==> config.mk <==
export PLATFORM = sky130hd
export DESIGN_NAME = ppm_channel_decoder_with_report_top_flat
export DESIGN_NICKNAME = d
export VERILOG_FILES = /design/src/sv/ppmdec_pkg.sv /design/src/sv/ppmdec_if.sv /design/src/sv/ppmdec_store.sv /design/src/sv/ppmdec_edge.sv /design/src/sv/ppmdec_report.sv /design/src/sv/ppm_channel_decoder_with_report_top.sv /design/src/flat_wrapper.sv
export SDC_FILE = /design/constraint.sdc
export NUM_CORES = 1
export LEC_CHECK = 0
export ABC_AREA = 1
export BUFFER_PORTS_ARGS = -buffer_cell sky130_fd_sc_hd__buf_2
export CORE_ASPECT_RATIO = 0.9
export CORE_MARGIN = 8
export CORE_UTILIZATION = 30
export DETAILED_ROUTE_END_ITERATION = 10
export RECOVER_POWER = 100
export SLEW_MARGIN = 25
export SYNTH_ARGS = -nofsm -noshare
export SYNTH_HDL_FRONTEND = slang
export SYNTH_SLANG_ARGS = --single-unit
==> constraint.sdc <==
create_clock -name clk -period 4.5 [get_ports clk]
set_clock_uncertainty 0.05 [all_clocks]
set_input_delay 0.225 -clock clk [delete_from_list [all_inputs] [get_ports clk]]
set_output_delay 0.225 -clock clk [all_outputs]
set_load 0.01 [all_outputs]
==> src/sv/ppmdec_pkg.sv <==
`default_nettype none

package ppmdec_pkg;

	// decoder geometry
	localparam int CHANNELS      = 8;
	localparam int ANALOG_INPUTS = 2;
	localparam int REPORT_LEN    = 1 + 2 * CHANNELS + 2 * ANALOG_INPUTS;

	localparam int WORD_W = 16;
	localparam int BYTE_W = 8;
	localparam int CH_AW  = (CHANNELS > 1) ? $clog2(CHANNELS) : 1;
	localparam int IDX_W  = $clog2(CHANNELS + 1);
	localparam int K_W    = $clog2(REPORT_LEN);

	// configuration port
	localparam int CFG_IDX_W = 2;
	localparam logic [CFG_IDX_W-1:0] CFG_SYNC_THRESHOLD = CFG_IDX_W'(0);
	localparam logic [CFG_IDX_W-1:0] CFG_PULSE_OFFSET   = CFG_IDX_W'(1);

	localparam logic [WORD_W-1:0] SYNC_THRESHOLD_RST = WORD_W'(20000);
	localparam logic [WORD_W-1:0] PULSE_OFFSET_RST   = WORD_W'(2000);

	typedef enum logic {
		ST_IDLE,
		ST_SEND
	} rpt_state_t;

	typedef struct packed {
		logic              en;
		logic [CH_AW-1:0]  addr;
		logic [WORD_W-1:0] data;
	} wr_req_t;

	typedef struct packed {
		logic             en;
		logic [CH_AW-1:0] addr;
	} rd_req_t;

endpackage

`default_nettype wire

==> src/sv/ppmdec_if.sv <==
`default_nettype none

interface ppmdec_item_if;
	logic        valid;
	logic        ready;
	logic        mode;
	logic [15:0] interval;
	logic [7:0]  buttons;
	logic [15:0] analog_a;
	logic [15:0] analog_b;

	modport source (output valid, mode, interval, buttons, analog_a, analog_b, input ready);
	modport sink   (input valid, mode, interval, buttons, analog_a, analog_b, output ready);
endinterface

interface ppmdec_byte_if;
	logic       valid;
	logic       ready;
	logic [7:0] report_byte;
	logic       last_byte;

	modport source (output valid, report_byte, last_byte, input ready);
	modport sink   (input valid, report_byte, last_byte, output ready);
endinterface

interface ppmdec_cfg_if;
	logic        valid;
	logic        ready;
	logic [1:0]  index;
	logic [15:0] data;

	modport source (output valid, index, data, input ready);
	modport sink   (input valid, index, data, output ready);
endinterface

`default_nettype wire

==> src/sv/ppmdec_store.sv <==
`default_nettype none

module ppmdec_store
	import ppmdec_pkg::*;
(
	input  wire logic              clk,
	input  wire logic              arst_n,
	input  wire wr_req_t           wr,
	input  wire rd_req_t           rd,
	output logic [WORD_W-1:0]      rdata
);

	logic [WORD_W-1:0] mem_q [CHANNELS];
	logic [CHANNELS-1:0] vld_q;
	logic [WORD_W-1:0] rdata_q;

	// per-entry valid bits stand in for the all-zero reset
	always_ff @(posedge clk or negedge arst_n) begin
		if (!arst_n) begin
			vld_q <= '0;
		end else if (wr.en) begin
			vld_q[wr.addr] <= 1'b1;
		end
	end

	always_ff @(posedge clk) begin
		if (wr.en) begin
			mem_q[wr.addr] <= wr.data;
		end
	end

	always_ff @(posedge clk) begin
		if (rd.en) begin
			rdata_q <= vld_q[rd.addr] ? mem_q[rd.addr] : '0;
		end
	end

	assign rdata = rdata_q;

endmodule

`default_nettype wire

==> src/sv/ppmdec_edge.sv <==
`default_nettype none

module ppmdec_edge
	import ppmdec_pkg::*;
(
	input  wire logic              clk,
	input  wire logic              arst_n,
	input  wire logic              take,
	input  wire logic [WORD_W-1:0] interval,
	input  wire logic [WORD_W-1:0] threshold,
	output wr_req_t                wr
);

	logic [IDX_W-1:0] idx_q;
	logic             pause_q;
	logic             is_sync;
	logic             has_room;

	assign is_sync  = interval > threshold;
	assign has_room = idx_q < IDX_W'(CHANNELS);

	always_comb begin
		wr.en   = take && !is_sync && !pause_q && has_room;
		wr.addr = idx_q[CH_AW-1:0];
		wr.data = interval;
	end

	always_ff @(posedge clk or negedge arst_n) begin
		if (!arst_n) begin
			idx_q   <= '0;
			pause_q <= 1'b0;
		end else if (take) begin
			if (is_sync) begin
				idx_q   <= '0;
				pause_q <= 1'b1;
			end else if (pause_q) begin
				pause_q <= 1'b0;
			end else begin
				if (has_room) begin
					idx_q <= idx_q + IDX_W'(1);
				end
				pause_q <= 1'b1;
			end
		end
	end

	a_idx_bound: assert property (@(posedge clk) disable iff (!arst_n)
		idx_q <= IDX_W'(CHANNELS))
		else $error("channel index beyond slot count");

	a_wr_in_range: assert property (@(posedge clk) disable iff (!arst_n)
		wr.en |=> idx_q == $past(idx_q) + IDX_W'(1))
		else $error("stored pulse did not advance the index");

	a_sync_rewinds: assert property (@(posedge clk) disable iff (!arst_n)
		take && is_sync |=> idx_q == '0 && pause_q)
		else $error("frame sync did not rewind");

endmodule

`default_nettype wire

==> src/sv/ppmdec_report.sv <==
`default_nettype none

module ppmdec_report
	import ppmdec_pkg::*;
(
	input  wire logic              clk,
	input  wire logic              arst_n,
	input  wire logic              start,
	input  wire logic [BYTE_W-1:0] buttons,
	input  wire logic [WORD_W-1:0] analog_a,
	input  wire logic [WORD_W-1:0] analog_b,
	input  wire logic [WORD_W-1:0] offset,
	input  wire logic [WORD_W-1:0] rdata,
	output rd_req_t                rd,
	output logic                   busy,
	ppmdec_byte_if.source          rpt
);

	rpt_state_t state_q, state_d;

	logic [K_W-1:0]    k_q;
	logic [BYTE_W-1:0] buttons_q;
	logic [WORD_W-1:0] analog_q [2];
	logic              out_valid_q;
	logic [BYTE_W-1:0] out_byte_q;
	logic              out_last_q;

	logic              out_free;
	logic              emit;
	logic              is_last;
	logic [K_W-1:0]    pos;
	logic [K_W-1:0]    pos_an;
	logic [WORD_W-1:0] diff;
	logic [WORD_W-1:0] an_word;
	logic [BYTE_W-1:0] byte_d;

	assign out_free = !out_valid_q || rpt.ready;
	assign is_last  = k_q == K_W'(REPORT_LEN - 1);
	assign pos      = k_q - K_W'(1);
	assign pos_an   = pos - K_W'(2 * CHANNELS);
	assign diff     = rdata - offset;
	assign an_word  = analog_q[pos_an[1]];

	// next state
	always_comb begin
		state_d = state_q;
		case (state_q)
			ST_IDLE: if (start) state_d = ST_SEND;
			ST_SEND: if (emit && is_last) state_d = ST_IDLE;
			default: state_d = ST_IDLE;
		endcase
	end

	// outputs
	always_comb begin
		busy    = state_q == ST_SEND;
		emit    = busy && out_free;
		// fetch the next channel word while its preceding byte goes out
		rd.en   = emit && !k_q[0] && (k_q[K_W-1:1] < (K_W-1)'(CHANNELS));
		rd.addr = k_q[CH_AW:1];
		if (k_q == '0) begin
			byte_d = buttons_q;
		end else if (k_q <= K_W'(2 * CHANNELS)) begin
			byte_d = pos[0] ? diff[15:8] : diff[7:0];
		end else begin
			byte_d = pos[0] ? an_word[15:8] : an_word[7:0];
		end
	end

	always_ff @(posedge clk or negedge arst_n) begin
		if (!arst_n) begin
			state_q     <= ST_IDLE;
			k_q         <= '0;
			out_valid_q <= 1'b0;
		end else begin
			state_q <= state_d;
			if (start) begin
				k_q <= '0;
			end else if (emit) begin
				k_q <= k_q + K_W'(1);
			end
			if (emit) begin
				out_valid_q <= 1'b1;
			end else if (rpt.ready) begin
				out_valid_q <= 1'b0;
			end
		end
	end

	always_ff @(posedge clk) begin
		if (start) begin
			buttons_q   <= buttons;
			analog_q[0] <= analog_a;
			analog_q[1] <= analog_b;
		end
		if (emit) begin
			out_byte_q <= byte_d;
			out_last_q <= is_last;
		end
	end

	assign rpt.valid       = out_valid_q;
	assign rpt.report_byte = out_byte_q;
	assign rpt.last_byte   = out_last_q;

	a_start_idle: assert property (@(posedge clk) disable iff (!arst_n)
		start |-> state_q == ST_IDLE)
		else $error("report started while serialising");

	a_read_busy: assert property (@(posedge clk) disable iff (!arst_n)
		rd.en |-> state_q == ST_SEND && out_free)
		else $error("store read outside a report");

	a_last_ends: assert property (@(posedge clk) disable iff (!arst_n)
		emit && is_last |=> state_q == ST_IDLE && rpt.valid && rpt.last_byte)
		else $error("final byte did not close the report");

	a_no_early_last: assert property (@(posedge clk) disable iff (!arst_n)
		emit && !is_last |=> !rpt.last_byte)
		else $error("last flag on an inner byte");

endmodule

`default_nettype wire

==> src/sv/ppm_channel_decoder_with_report_top.sv <==
// channel   role    payload                                      transfer when
// item      sink    mode, interval, buttons, analog_a, analog_b  item.valid & item.ready
// report    source  report_byte, last_byte                       report.valid & report.ready
// cfg       sink    index, data                                  cfg.valid (ready always high)
//
// an edge item is decoded and written to the store at its transfer
// a report item serialises 21 bytes at one per cycle unless stalled, set by the single
// output register, and one store read per channel, fetched while the previous byte goes out
// item.ready stays low while a report is being serialised; it is high again once the
// final byte sits in the output register, even if that byte is still stalled
// arst_n clears the index, pause flag, store valid bits and the output valid flag
`default_nettype none

module ppm_channel_decoder_with_report_top
	import ppmdec_pkg::*;
(
	input  wire logic     clk,
	input  wire logic     arst_n,
	ppmdec_item_if.sink   item,
	ppmdec_byte_if.source report,
	ppmdec_cfg_if.sink    cfg
);

	logic [WORD_W-1:0] thr_q;
	logic [WORD_W-1:0] off_q;

	logic              busy;
	logic              take;
	logic              take_edge;
	logic              take_report;
	wr_req_t           wr;
	rd_req_t           rd;
	logic [WORD_W-1:0] rdata;

	// configuration writes are always taken; unknown indexes are dropped
	assign cfg.ready = 1'b1;

	always_ff @(posedge clk or negedge arst_n) begin
		if (!arst_n) begin
			thr_q <= SYNC_THRESHOLD_RST;
			off_q <= PULSE_OFFSET_RST;
		end else if (cfg.valid) begin
			case (cfg.index)
				CFG_SYNC_THRESHOLD: thr_q <= cfg.data;
				CFG_PULSE_OFFSET:   off_q <= cfg.data;
				default:            ;
			endcase
		end
	end

	// no item is taken while the serialiser runs, so the store never sees
	// a write during a report
	assign item.ready  = !busy;
	assign take        = item.valid && item.ready;
	assign take_edge   = take && !item.mode;
	assign take_report = take && item.mode;

	ppmdec_edge u_edge (
		.clk       (clk),
		.arst_n    (arst_n),
		.take      (take_edge),
		.interval  (item.interval),
		.threshold (thr_q),
		.wr        (wr)
	);

	ppmdec_store u_store (
		.clk    (clk),
		.arst_n (arst_n),
		.wr     (wr),
		.rd     (rd),
		.rdata  (rdata)
	);

	ppmdec_report u_report (
		.clk      (clk),
		.arst_n   (arst_n),
		.start    (take_report),
		.buttons  (item.buttons),
		.analog_a (item.analog_a),
		.analog_b (item.analog_b),
		.offset   (off_q),
		.rdata    (rdata),
		.rd       (rd),
		.busy     (busy),
		.rpt      (report)
	);

	a_no_write_busy: assert property (@(posedge clk) disable iff (!arst_n)
		wr.en |-> !busy)
		else $error("store written during a report");

	a_report_busy: assert property (@(posedge clk) disable iff (!arst_n)
		take_report |=> busy)
		else $error("report transfer did not start the serialiser");

	a_no_rw_clash: assert property (@(posedge clk) disable iff (!arst_n)
		!(wr.en && rd.en))
		else $error("store read and write in one cycle");

endmodule

`default_nettype wire

==> src/flat_wrapper.sv <==
// flat-port wrapper written by rule: the top's interface ports become plain ports
module ppm_channel_decoder_with_report_top_flat import ppmdec_pkg::*;
  (clk, arst_n, item_valid, item_mode, item_interval, item_buttons, item_analog_a, item_analog_b, item_ready, report_valid, report_report_byte, report_last_byte, report_ready, cfg_valid, cfg_index, cfg_data, cfg_ready);
  ppmdec_item_if item_i ();
  ppmdec_byte_if report_i ();
  ppmdec_cfg_if cfg_i ();
  input  wire logic clk;
  input  wire logic arst_n;
  input wire logic [$bits(item_i.valid)-1:0] item_valid;
  input wire logic [$bits(item_i.mode)-1:0] item_mode;
  input wire logic [$bits(item_i.interval)-1:0] item_interval;
  input wire logic [$bits(item_i.buttons)-1:0] item_buttons;
  input wire logic [$bits(item_i.analog_a)-1:0] item_analog_a;
  input wire logic [$bits(item_i.analog_b)-1:0] item_analog_b;
  output wire logic [$bits(item_i.ready)-1:0] item_ready;
  output wire logic [$bits(report_i.valid)-1:0] report_valid;
  output wire logic [$bits(report_i.report_byte)-1:0] report_report_byte;
  output wire logic [$bits(report_i.last_byte)-1:0] report_last_byte;
  input wire logic [$bits(report_i.ready)-1:0] report_ready;
  input wire logic [$bits(cfg_i.valid)-1:0] cfg_valid;
  input wire logic [$bits(cfg_i.index)-1:0] cfg_index;
  input wire logic [$bits(cfg_i.data)-1:0] cfg_data;
  output wire logic [$bits(cfg_i.ready)-1:0] cfg_ready;
  assign item_i.valid = item_valid;
  assign item_i.mode = item_mode;
  assign item_i.interval = item_interval;
  assign item_i.buttons = item_buttons;
  assign item_i.analog_a = item_analog_a;
  assign item_i.analog_b = item_analog_b;
  assign item_ready = item_i.ready;
  assign report_valid = report_i.valid;
  assign report_report_byte = report_i.report_byte;
  assign report_last_byte = report_i.last_byte;
  assign report_i.ready = report_ready;
  assign cfg_i.valid = cfg_valid;
  assign cfg_i.index = cfg_index;
  assign cfg_i.data = cfg_data;
  assign cfg_ready = cfg_i.ready;
  ppm_channel_decoder_with_report_top u_core (.clk(clk), .arst_n(arst_n), .item(item_i), .report(report_i), .cfg(cfg_i));
endmodule
== After elaboration in Yosys (flattened, before gate mapping) ==
Memories as Yosys holds them, arrays and structs flattened. A register that Yosys moved wholly into a read port is not among the register bits.
Index checks and enable logic that the tools add are counted.
Storage, ports and cells
  ROM bits: 0
  memories kept: 2
  input port bits: 80
  word-level logic and storage cells: 80
  latch bits: 0
  memory bits (writable): 160
  flip-flop bits (word level): 69
Operators by class
  $mul: 0
  multiplexer cells: 23
  reductions and logical operators: 27
  $lt $le $gt $ge: 7
  shift operators: 0
  divide/modulo/power cells: 0
  bitwise operators: 2
  add/sub/neg operators: 5
  equality and inequality tests: 3
Memories
  u_core.u_store.mem_q: words 8, width 16, read ports 1, clocked after memory_dff 1, wr ports 1, line ppmdec_store.sv:13  | logic [WORD_W-1:0] mem_q [CHANNELS];
  u_core.u_report.analog_q: words 2, width 16, read ports 1, clocked after memory_dff 0, wr ports 2, line ppmdec_report.sv:23  | logic [WORD_W-1:0] analog_q [2];
Operator list (number)
  two-way mux 8 bit: 4
  > comparator 16 bit: 1
  subtractor 16 bit: 1
  two-way mux 4 bit: 3
  logical AND 1 bit: 11
  two-way mux 1 bit: 11
  two-way mux 5 bit: 2
  < comparator 3 x 4 -> 1 bit (second input constant): 2
  < comparator 4 bit (second input constant): 2
  bitwise OR 8 bit: 1
  zero test 1 bit: 7
  nonzero test 2 bit: 3
  adder 5 x 1 -> 5 bit (second input constant): 1
  equality test 5 bit (second input constant): 1
  less-or-equal comparator 5 bit (second input constant): 1
  zero test 5 bit: 1
  adder 4 x 1 -> 4 bit (second input constant): 1
  AND reduction 2 bit: 2
  subtractor 2 x 1 -> 2 bit (second input constant): 2
  binary-select mux 1 bit (select 3 bit): 1
  demux 1 bit (select 3 bit): 1
  >= comparator 3 x 1 -> 1 bit (second input constant): 1
  AND reduction 3 bit: 1
  equality test 2 x 1 -> 1 bit (second input constant): 1
  5 further kinds: 5

== Depth between registers and ports, before layout ==
Gate-level depths: netlist of run 1.
  depth after elaboration: 8
  gate-level depth with buffers: 15
  mapped depth without buffers: 15

== Hierarchy ==
Synthesis of run 1 repeated with hierarchy kept, for this count alone.
Unflattened totals
  cell total of the unflattened synthesis: 1348
  area total of the unflattened synthesis: 12265.5 sq um
By module, submodules not included
  ppmdec_store: sequential area each 4524.3 sq um, area an instance 6645.1 sq um, times used 1, cells each 662
  ppmdec_report: sequential area each 1646.6 sq um, area an instance 3403.3 sq um, times used 1, cells each 419
  ppm_channel_decoder_with_report_top: sequential area each 814.5 sq um, area an instance 1392.6 sq um, times used 1, cells each 149
  ppmdec_edge: sequential area each 125.1 sq um, area an instance 824.5 sq um, times used 1, cells each 118

== Worst setup path after synthesis of run 1 ==
No wires, ideal clock.
  kind: register to register
  from: register u_core.u_report.state_q (netlist: u_core.u_report.busy)
  to: register u_core.u_report.k_q[0]
  path slack: 403 ps
  clock period less this slack: 4097 ps
  stages on the path, launching flop included: 5
  buffers on the path: 0
  required time: 4313 ps
  arrival time: 3910 ps
  setup time: 137 ps
  cell sequence: dfrtp_1 > nor3_1 > inv_1 > nand2_1 > o21ai_0
On the way
  cells in the longest elaborated chain, start to end: 4
  elaborated cells between the ends (all ways): 6
  those cells by class: 1 x mux; 5 x reduce/logical
RTL lines
  start, declared: line ppmdec_report.sv:19  | rpt_state_t state_q, state_d;
  start signal, assigned: line ppmdec_report.sv:76  | state_q <= state_d;
  zero test 1 bit (*): line ppm_channel_decoder_with_report_top.sv:53  | assign item.ready = !busy;
  logical AND 1 bit (*): line ppm_channel_decoder_with_report_top.sv:54  | assign take = item.valid && item.ready;
  logical AND 1 bit (*): line ppm_channel_decoder_with_report_top.sv:56  | assign take_report = take && item.mode;
  net u_core.take_report: line ppm_channel_decoder_with_report_top.sv:30  | logic take_report;
  two-way mux 5 bit / nonzero test 2 bit (equally long branches)
  end signal, assigned: line ppmdec_report.sv:80  | k_q <= k_q + K_W'(1);
  end, declared: line ppmdec_report.sv:21  | logic [K_W-1:0] k_q;
Mark *: on every way through the listed nets, which the timed path passes. The rest lies on a longest branch.
A chain may end at the register's enable or synchronous reset.

== Worst setup path after layout of run 1 ==
  from: register u_core.u_report.k_q[2]
  to: register u_core.u_store.rdata_q[5] (netlist: u_core.u_store.rdata[5]) (read register of u_core.u_store.mem_q) (data pin)
On the way
  cells in the longest elaborated chain, start to end: 3
  elaborated cells between the ends (all ways): 5
  those cells by class: 1 x order compare; 2 x mux; 2 x reduce/logical
RTL lines
  binary-select mux 1 bit (select 3 bit): line ppmdec_store.sv:34  | rdata_q <= vld_q[rd.addr] ? mem_q[rd.addr] : '0;
  two-way mux 1 bit (not written as such): line ppmdec_store.sv:34
  zero test 1 bit (no line)
  end, declared: line ppmdec_store.sv:15  | logic [WORD_W-1:0] rdata_q;
Several ways; a longest one is shown, not always the timed one. The select of a mux whose other input is x is not followed.

==> flow_metrics.py, run 1 <==
metrics = {
    "yosys": {
        "yosysSeqAreaShare_pct": 63.8,
        "synth_cells": 1077,
        "synth_nets": 1192,
        "synth_edf_count": 193,
        "synth-seq-cells": 245,
        "synthArstFlopShare_pct": 21.2,
        "synthFlopType": "edfxtp_1",
        "yosysUniqueCellTypes": 39,
        "ys_warn_count": 0,
        "synth.avg_cell_area_um2": 10.4,
        "syn_area_um2": 11100,
    },
    "sta": {
        "min_period_over_period_pct": 80.3,
        "max_freq_mhz": 277,
        "setup_violations": 0,
        "setup_tns_ps": 0,
        "worst_slew_margin_rel_pct": -98.5,
        "maxSlewViolCount": 96,
        "final_hold_viol_count": 0,
        "tightest_slew_ps": 2980,
        "grt_setup_unrepaired": "false",
        "holdWs_ps": 22.1,
        "period_needed_ps": 3610,
    },
    "floorplan": {
        "fp.dieH_um": 199,
        "die-area_um2": 43600,
        "fp.dieW_um": 219,
        "start_util_pct": 30.2,
        "pin_count": 92,
        "rows": 67,
        "core_area_um2": 37000,
    },
    "clock_network": {
        "clkTransAtPathRegs_ps": 60,
        "cts_tree": "built",
        "cts-root-buf": "clkbuf_16",
        "clockBufferDepth": 3,
        "clkLatencyLatePin_ps": 520,
        "clock-sinks": 245,
        "postCtsHoldBufs": 71,
        "htree_levels": 1,
        "cts_setup_buffers": 0,
        "cts_resized": 0,
        "cts_buffers": 26,
    },
    "grt": {
        "antenna_found_initial": 0,
        "overflow": 0,
        "grt_start_max_net_pins": 71,
        "grt_pass1_vias": 8030,
        "track_usage_pct": 12.9,
        "grt_first_pass_wirelength_um": 44500,
    },
    "layout": {
        "nets": 1360,
        "fill_cells": 3613,
        "final_common_cell": "nand2_1",
        "mostFrequentLayoutCells": "nand2_1 (205), edfxtp_1 (193), nor2_1 (137)",
        "layout-drive-gt1-share_pct": 9.96,
        "syn2layout_area_growth_pct": 21.6,
        "diodes": 0,
    },
    "min_path": {
        "worstHoldPathType": "primary input to flop",
        "whs_path_depth": 5,
    },
    "worst_setup_path": {
        "cp.required_ps": 4830,
        "cp.arrival_ps": 3950,
        "critPathKind": "flop to flop",
        "r2r_cells": 6,
        "crit_chain": "inv_4, nor2_1, o21ai_2, o221ai_2, o21ai_0, inv_1",
        "cp-start-kind": "flop",
        "slowest_stage": "dfrtp_1",
        "crit_cells": 6,
        "max_stage_delay_ps": 1020,
        "critPathBufInv": 2,
        "path_delay_family": "flip-flops",
        "worstPathMaxFanout": 20,
        "critPathCaptureType": "flop",
    },
    "placement": {
        "dp_hpwl_um": 19700,
        "place.port_buffers": 90,
        "place.gp.congestion": 0.836,
    },
    "detailed_routing": {
        "vias_per_cell": 4.60,
        "postRouteAntennaNets": 0,
        "first_pass_iters": 5,
        "finalWirelength_um": 28600,
        "first_iter_violations": 572,
        "vias": 8037,
        "drcViolationCount": 0,
        "wl_per_cell_um": 16.4,
    },
    "power": {
        "power_mw": 7.85,
        "power.density_nw_per_um2": 579,
        "p_leak_nw": 5.52,
        "vdd_ir_drop_max_mv": 0.322,
    },
    "run_status": {
        "violations": "max-capacitance violations, max-slew violations",
        "status": "complete, but fails checks",
    },
    "flow_run": {
        "cap_violations": 2,
    },
}
[synth_stat cells, drive strengths merged (2+ instances only)]
library cell	count	share of area, %
nand3b	3	0.20
nor2	140	4.9
inv	145	4.9
xor2	2	0.16
dfstp	11	2.6
o21ai	139	6.4
dfrtp	41	9.2
o21bai	9	0.61
edfxtp	193	52
a21oi	31	1.5
o22ai	24	1.3
nand2	205	6.9
clkbuf	13	0.44
nand3	39	1.8
nand4	3	0.17
buf	22	1.3
nor3	8	0.51
ha	34	3.8
o221ai	8	0.79
a31oi	2	0.11
[power by group]
part           internal [mW]  switching [mW]
registers               2.80           0.241
clock network           1.25           0.860
logic                  0.893            1.81
total                   4.94            2.91
[worst reg2reg max path: cells and delay by family, from the launching register on]
kind                   cells  cell delay, ps
DFF                        1            1020
AOI/OAI and AO/OA          3            1030
and+or+nand+nor            1             990
buffers and inverters      2             390
[through the flow]
step	area [um2]	util (%)	worst slack, ps	cells
5_1_grt	13600	36.7	610	1748
2_1_floorplan	11100	-	403	1077
6_report	13600	36.7	887	1748
3_3_place_gp	12100	32.8	1480	1628
4_1_cts	13700	37.0	1400	1747
3_5_place_dp	12100	32.8	1410	1628
[layout make-up]
type	instances	area, um2	share of cell area [%]
Tap cell	483	604	4.46
Inverter	146	551	4.06
Clock buffer	36	729	5.38
Sequential cell	245	7110	52.5
Timing Repair Buffer	175	1180	8.72
Multi-Input combinational cell	651	3260	24.0
Clock inverter	12	119	0.877
[final timing paths]
path                                        startpoint                         to  slack (ps)
worst min-delay path                         item_mode      u_core.u_edge.pause_q          20
max in group asynchronous                       arst_n     u_core.u_report.k_q[1]        1250
worst max register to register  u_core.u_report.k_q[2]    u_core.u_store.rdata[5]         890
worst min register to register         u_core.thr_q[3]            u_core.thr_q[3]         430
worst max-delay path            u_core.u_report.k_q[2]    u_core.u_store.rdata[5]         890
min in group asynchronous                       arst_n  u_core.u_report.rpt.valid        1240
[logic make-up after synthesis]
group,synth area share [%]
AOI/OAI and AO/OA,10.8
xor gates and xnor gates,0.157
adders and majority gates,4.00
buffers and inverters,6.72
DFF,63.8
other,0.0336
and+or+nand+nor,14.5
[routing by layer]
metal	global-route usage [%]	wire [um]
met4	2.91	496
met2	21.5	13700
met3	1.89	1330
met1	17.6	13100
met5	0	0
[flip-flops by register name, indices dropped and copies added, names as in the netlist, 8 cells and up]
register                         cells
u_core.u_report.buttons_q            8
u_core.u_report.analog_q            32
u_core.thr_q                        16
u_core.u_report.rpt.report_byte      8
u_core.off_q                        16
u_core.u_store.vld_q                 8
u_core.u_store.mem_q               128
u_core.u_store.rdata                16
Power figures use the tool's default switching activity.
==> inputs of run 2 (changes only) <==
--- a/config.mk
+++ b/config.mk
@@ -5,7 +5,7 @@
 export SDC_FILE = /design/constraint.sdc
 export NUM_CORES = 1
 export LEC_CHECK = 0
-export ABC_AREA = 1
+export ABC_AREA = 0
 export BUFFER_PORTS_ARGS = -buffer_cell sky130_fd_sc_hd__buf_2
 export CORE_ASPECT_RATIO = 0.9
 export CORE_MARGIN = 8
==> constraint.sdc (replaced) <==
create_clock -name clk -period 3.7 [get_ports clk]
set_clock_uncertainty 0.05 [all_clocks]
set_input_delay 0.185 -clock clk [delete_from_list [all_inputs] [get_ports clk]]
set_output_delay 0.185 -clock clk [all_outputs]
set_load 0.01 [all_outputs]
==> run 2 against run 1 <==
The flow still finishes with violations (max-capacitance violations, max-slew violations). Final cell count fell by 22%. Register-to-register slack lost 300 ps. Critical path depth increased by 4. Largest cell class unchanged. Non-clock buffer count is 12 higher. Worst setup slack got worse by 390 ps. Global-route usage shrank 0.99 points. Power is 13% higher. Sequential power is 14% higher.
==> flow_metrics.py, run 2 <==
metrics = {
    "placement": {
        "dp_hpwl_um": 17500,
        "dp.cells": 1244,
        "place.port_buffers": 90,
        "place_ws_ps": 728,
        "place.gp.congestion": 0.790,
    },
    "detailed_routing": {
        "first_iter_violations": 471,
        "finalWirelength_um": 25200,
        "vias": 6380,
        "postRouteAntennaNets": 0,
        "wl_per_cell_um": 18.3,
        "vias_per_cell": 4.65,
        "drcViolationCount": 0,
        "first_pass_iters": 4,
    },
    "sta": {
        "setup_tns_ps": 0,
        "setup_violations": 0,
        "tightest_slew_ps": 2010,
        "min_period_over_period_pct": 86.5,
        "period_needed_ps": 3200,
        "max_freq_mhz": 313,
        "maxSlewViolCount": 91,
        "final_hold_viol_count": 0,
        "grt_setup_unrepaired": "false",
        "worst_slack_ps": 500,
        "worst_slew_margin_rel_pct": -33.8,
    },
    "yosys": {
        "yosysSeqAreaShare_pct": 66.8,
        "synth_most_common_cell": "edfxtp_1",
        "synth_nets": 810,
        "synth_edf_count": 193,
        "synthArstFlopShare_pct": 21.2,
        "synth.avg_cell_area_um2": 15.3,
        "synth_cells": 695,
        "yosysUniqueCellTypes": 59,
        "synth-seq-cells": 245,
        "ys_warn_count": 0,
        "synth.top_cells.by_count": "edfxtp_1 (193), nand2_1 (49), nor2_1 (49)",
        "synth.top_cell.area_share_pct": 54.4,
        "synthTopCellsByArea": "edfxtp_1 (54%), dfrtp_1 (9.6%), mux4_2 (8.9%), ha_1 (4.0%), dfstp_2 (2.7%)",
        "syn_area_um2": 10700,
        "synthFlopType": "edfxtp_1",
        "yosys.area.top_type": "edfxtp_1",
    },
    "grt": {
        "grt_start_max_net_pins": 47,
        "overflow": 0,
        "grt_first_pass_wirelength_um": 39400,
        "antenna_found_initial": 0,
        "track_usage_pct": 11.9,
        "grt_pass1_vias": 6728,
    },
    "layout": {
        "final_common_cell": "edfxtp_1",
        "seqCellArea_um2": 7110,
        "top_regs": "u_core.u_store.mem_q (128), u_core.u_report.analog_q (32)",
        "layout-drive-gt1-share_pct": 21.2,
        "multi_input_area_um2": 3280,
        "fill_cells": 3277,
        "mostFrequentLayoutCells": "edfxtp_1 (193), dlygate4sd3_1 (82), buf_2 (59)",
        "nets": 999,
        "diodes": 0,
        "syn2layout_area_growth_pct": 25.1,
        "final_cells": 1372,
        "largest_reg_flops": 128,
        "largest_register": "u_core.u_store.mem_q",
        "utilization_pct": 38.0,
    },
    "worst_setup_path": {
        "r2r_cells": 9,
        "critPathCaptureType": "flop",
        "cpMostUsedCell": "a21o_1",
        "slowest_stage": "dlygate4sd3_1",
        "cp-start-kind": "primary input",
        "worstPathMaxFanout": 16,
        "crit_chain": "dlygate4sd3_1, clkbuf_1, ha_1, a21o_1, a21o_1, a2111o_1, o31ai_4, nand3_4, nor2_1, clkbuf_2",
        "max_stage_delay_ps": 520,
        "critPathKind": "primary input to flop",
        "cp.arrival_ps": 3350,
        "rrSetupSlack_ps": 590,
        "cp.required_ps": 3850,
    },
    "power": {
        "power.density_nw_per_um2": 667,
        "vdd_ir_drop_max_mv": 0.367,
        "p_leak_nw": 4.85,
    },
    "flow_run": {
        "cap_violations": 3,
    },
    "clock_network": {
        "cts_buffers": 25,
        "clkLatencyLatePin_ps": 550,
        "cts_tree": "built",
        "htree_levels": 1,
        "clock-sinks": 245,
        "cts-root-buf": "clkbuf_16",
        "cts_resized": 0,
        "clockBufferDepth": 3,
        "clkTransAtPathRegs_ps": 60,
        "cts_setup_buffers": 0,
    },
    "floorplan": {
        "fp.dieH_um": 195,
        "die-area_um2": 41800,
        "core_area_um2": 35100,
        "fp.dieW_um": 215,
        "pin_count": 92,
        "start_util_pct": 30.4,
        "rows": 65,
    },
    "min_path": {
        "whs_path_depth": 4,
        "worstHoldPathType": "primary input to flop",
    },
    "run_status": {
        "status": "complete, but fails checks",
        "violations": "max-capacitance violations, max-slew violations",
    },
}
-- run 2: cell count changes in the layout (fill, tap and decap cells not counted), moves of 7 or more --
| cell | before | now |
|---|---|---|
| mux2_2 | 0 | 17 |
| o22ai_1 | 24 | 2 |
| nor2_1 | 137 | 50 |
| nand2_1 | 205 | 49 |
| inv_1 | 136 | 40 |
| nand3_1 | 39 | 6 |
| dlygate4sd3_1 | 71 | 82 |
| mux2i_1 | 0 | 19 |
| o21ai_0 | 134 | 37 |
| inv_2 | 7 | 0 |
| mux4_2 | 0 | 42 |
| clkbuf_1 | 50 | 37 |
| xnor2_1 | 0 | 8 |
-- run 2: area by class of cell --
| cell class | instances | area share (%) |
|---|---|---|
| clock buffers | 37 | 5.64 |
| clock inverters | 9 | 0.873 |
| inverters | 40 | 1.13 |
| multi-input cells | 385 | 24.6 |
| flip-flops and latches | 245 | 53.4 |
| well taps | 469 | 4.40 |
| repair buffers | 187 | 9.95 |
-- run 2: logic make-up after synthesis --
group | count (synthesis) | synth area share, %
flip-flops | 245 | 66.8
adder cells (fa/ha/maj) | 35 | 4.18
AND/OR/NAND/NOR | 150 | 6.79
multiplexers | 79 | 12.6
AO/OA/AOI/OAI | 108 | 6.27
other | 1 | 0.0352
buffers and inverters | 65 | 2.40
XOR/XNOR | 12 | 0.987
-- run 2: critical path, delay by kind of cell --
family,cells,cell delay (ps)
buffers and inverters,3,1270
AO/OA/AOI/OAI,4,1240
adder cells (fa/ha/maj),1,320
AND/OR/NAND/NOR,2,320
-- run 2: per-stage QoR --
stage	hold WS, ps	total power, mW	area (um2)
2_1_floorplan	-161	5.46	10700
3_3_place_gp	245	6.24	11700
3_5_place_dp	250	6.27	11700
4_1_cts	74.2	9.00	13400
5_1_grt	133	9.39	13300
6_report	85.3	8.88	13300
-- run 2: power by group --
part	total (mW)	switching, mW	internal, mW
sequential	3.47	0.130	3.34
clock	2.64	1.08	1.56
combinational	2.77	1.58	1.20
total	8.88	2.78	6.10
-- run 2: layer usage --
metal | GRT usage [%] | part of all wire, %
met1 | 17.5 | 51
met2 | 17.7 | 42
met3 | 2.56 | 4.9
met4 | 2.89 | 2.1
met5 | 0 | 0
-- run 2: final timing paths --
check                                        start                    endpoint
max                              item_interval[13]  u_core.u_store.mem_q[7][1]
min                                      item_mode       u_core.u_edge.pause_q
max reg2reg                       u_core.thr_q[14]  u_core.u_store.mem_q[7][1]
min reg2reg                u_core.u_store.vld_q[7]     u_core.u_store.vld_q[7]
max in group asynchronous                   arst_n             u_core.off_q[5]
min in group asynchronous                   arst_n      u_core.u_report.k_q[2]
-- run 2: timing repair --
item	in CTS	in global routing
setup endpoints to repair	0	0
hold buffers	82	0
endpoints found under the hold margin	227	0
==> inputs of run 3 (changes only) <==
--- a/config.mk
+++ b/config.mk
@@ -8,9 +8,10 @@
 export ABC_AREA = 0
 export BUFFER_PORTS_ARGS = -buffer_cell sky130_fd_sc_hd__buf_2
 export CORE_ASPECT_RATIO = 0.9
-export CORE_MARGIN = 8
-export CORE_UTILIZATION = 30
+export CORE_MARGIN = 4
+export CORE_UTILIZATION = 54
 export DETAILED_ROUTE_END_ITERATION = 10
+export PLACE_DENSITY = 0.73
 export RECOVER_POWER = 100
 export SLEW_MARGIN = 25
 export SYNTH_ARGS = -nofsm -noshare
==> run 3 against run 2 <==
The run still ends with max-capacitance violations, max-slew violations left. Flip-flop and latch count is the same. Die area down 47%. Worst setup slack better by 27 ps. Final area decreased by 2.5%. Worst hold slack gained 43 ps. Global-route usage is 11 points higher. Critical endpoint is now u_core.u_store.mem_q[5][3].
==> flow_metrics.py, run 3 (synthesis gave the netlist of run 2 again) <==
metrics = {
    "clock_network": {
        "clkTransAtPathRegs_ps": 60,
        "cts_buffers": 25,
        "clkLatencyLatePin_ps": 520,
        "cts_tree": "built",
        "cts_setup_buffers": 0,
        "cts-root-buf": "clkbuf_16",
        "clockBufferDepth": 3,
        "clock-sinks": 245,
        "htree_levels": 1,
    },
    "flow_run": {
        "cap_violations": 3,
    },
    "floorplan": {
        "pin_count": 92,
        "fp.dieH_um": 141,
        "core_area_um2": 19300,
        "fp.dieW_um": 156,
        "start_util_pct": 55.2,
        "die-area_um2": 22000,
        "rows": 48,
    },
    "layout": {
        "seqCellArea_um2": 7110,
        "layout-drive-gt1-share_pct": 20.3,
        "final_common_cell": "edfxtp_1",
        "multi_input_area_um2": 3260,
        "diodes": 0,
        "fin_area_um2": 13000,
        "final_cells": 1150,
        "top_regs": "u_core.u_store.mem_q (128), u_core.u_report.analog_q (32)",
        "mostFrequentLayoutCells": "edfxtp_1 (193), dlygate4sd3_1 (78), buf_2 (55)",
        "largest_register": "u_core.u_store.mem_q",
        "syn2layout_area_growth_pct": 21.9,
        "largest_reg_flops": 128,
        "nets": 996,
        "fill_cells": 1333,
    },
    "detailed_routing": {
        "finalWirelength_um": 24400,
        "postRouteAntennaNets": 0,
        "drcViolationCount": 0,
        "vias_per_cell": 5.82,
        "vias": 6691,
        "first_pass_iters": 5,
        "first_iter_violations": 471,
        "wl_per_cell_um": 21.2,
    },
    "min_path": {
        "worstHoldStart": "cfg_index[0]",
        "worstHoldPathType": "primary input to flop",
    },
    "sta": {
        "min_period_over_period_pct": 85.8,
        "setup_violations": 0,
        "tightest_slew_ps": 1920,
        "maxSlewViolCount": 95,
        "grt_setup_unrepaired": "false",
        "worst_slew_margin_rel_pct": -27.9,
        "setup_tns_ps": 0,
        "final_hold_viol_count": 0,
        "period_needed_ps": 3170,
        "holdWs_ps": 128,
        "max_freq_mhz": 315,
    },
    "worst_setup_path": {
        "worstPathMaxFanout": 16,
        "r2r_end": "u_core.u_store.mem_q[5][3]",
        "cp-start-kind": "primary input",
        "cp.required_ps": 3840,
        "rrSetupSlack_ps": 590,
        "crit_path_end": "u_core.u_store.mem_q[5][3]",
        "r2r-start": "u_core.thr_q[9]",
        "cp.arrival_ps": 3320,
        "startpoint": "item_interval[13]",
        "r2r_cells": 9,
        "critPathCaptureType": "flop",
        "critPathKind": "primary input to flop",
    },
    "placement": {
        "dp_hpwl_um": 16200,
        "dp.cells": 1026,
        "placed_cell_area_um2": 11400,
        "place.port_buffers": 90,
        "place.gp.congestion": 0.951,
    },
    "power": {
        "power.density_nw_per_um2": 680,
        "p_leak_nw": 4.81,
        "vdd_ir_drop_max_mv": 0.445,
    },
    "grt": {
        "track_usage_pct": 22.5,
        "use_met1_pct": 32.5,
        "overflow": 0,
        "grt_busiest_layer": "met2",
        "use_met2_pct": 37.1,
        "grt_start_max_net_pins": 47,
        "grt_pass1_vias": 6842,
        "antenna_found_initial": 0,
        "met3_usage_pct": 2.98,
        "grt_first_pass_wirelength_um": 38400,
    },
    "run_status": {
        "violations": "max-capacitance violations, max-slew violations",
        "status": "complete, but fails checks",
    },
}
-- run 3: how the worst min path moves through the flow --
stage / cells past startpoint / end
after floorplan: 0 / u_core.off_q[0]
after global placement: 1 / u_core.u_report.busy
after detailed placement: 1 / u_core.u_report.busy
after CTS: 3 / u_core.thr_q[13]
after global routing: 4 / u_core.thr_q[15]
final: 4 / u_core.thr_q[13]
-- run 3: routing by layer --
| layer | wire [um] | vias up |
|---|---|---|
| li1 | - | 3019 |
| met1 | 10500 | 3346 |
| met2 | 11700 | 284 |
| met3 | 1470 | 42 |
| met4 | 635 | 0 |
| met5 | 0 | - |
-- run 3: worst max-delay path: stages --
cell           delay (ps)
dlygate4sd3_1         530
clkbuf_1              320
ha_1                  310
a21o_1                160
a21o_1                180
a2111o_1              440
o31ai_4               380
nand3_1               330
nor2_1                180
buf_4                 280
-- run 3: cell type report --
cell class                      instances  area share [%]
Sequential cell                       245            54.8
Multi-Input combinational cell        385            25.1
Timing Repair Buffer                  184            9.97
Clock buffer                           28            5.06
Tap cell                              250            2.41
Clock inverter                         18            1.52
Inverter                               40            1.16
-- run 3: power breakdown --
group	internal, mW	switching [mW]
combinational	1.19	1.55
clock	1.56	1.04
sequential	3.34	0.142
-- run 3: repair_timing --
action | CTS | global route
hold buffers | 78 | 0
gates resized for setup | 0 | 0
endpoints found under the hold margin | 216 | 0
-- run 3: per-stage QoR --
| stage | utilization, % | setup WS, ps | power, mW |
|---|---|---|---|
| final | 67.4 | 527 | 8.83 |
| after global routing | 67.4 | 388 | 9.30 |
| after CTS | 67.8 | 670 | 8.87 |
| after detailed placement | 59.3 | 697 | 6.21 |
| after global placement | 59.3 | 750 | 6.11 |
| after floorplan | - | 513 | 5.46 |
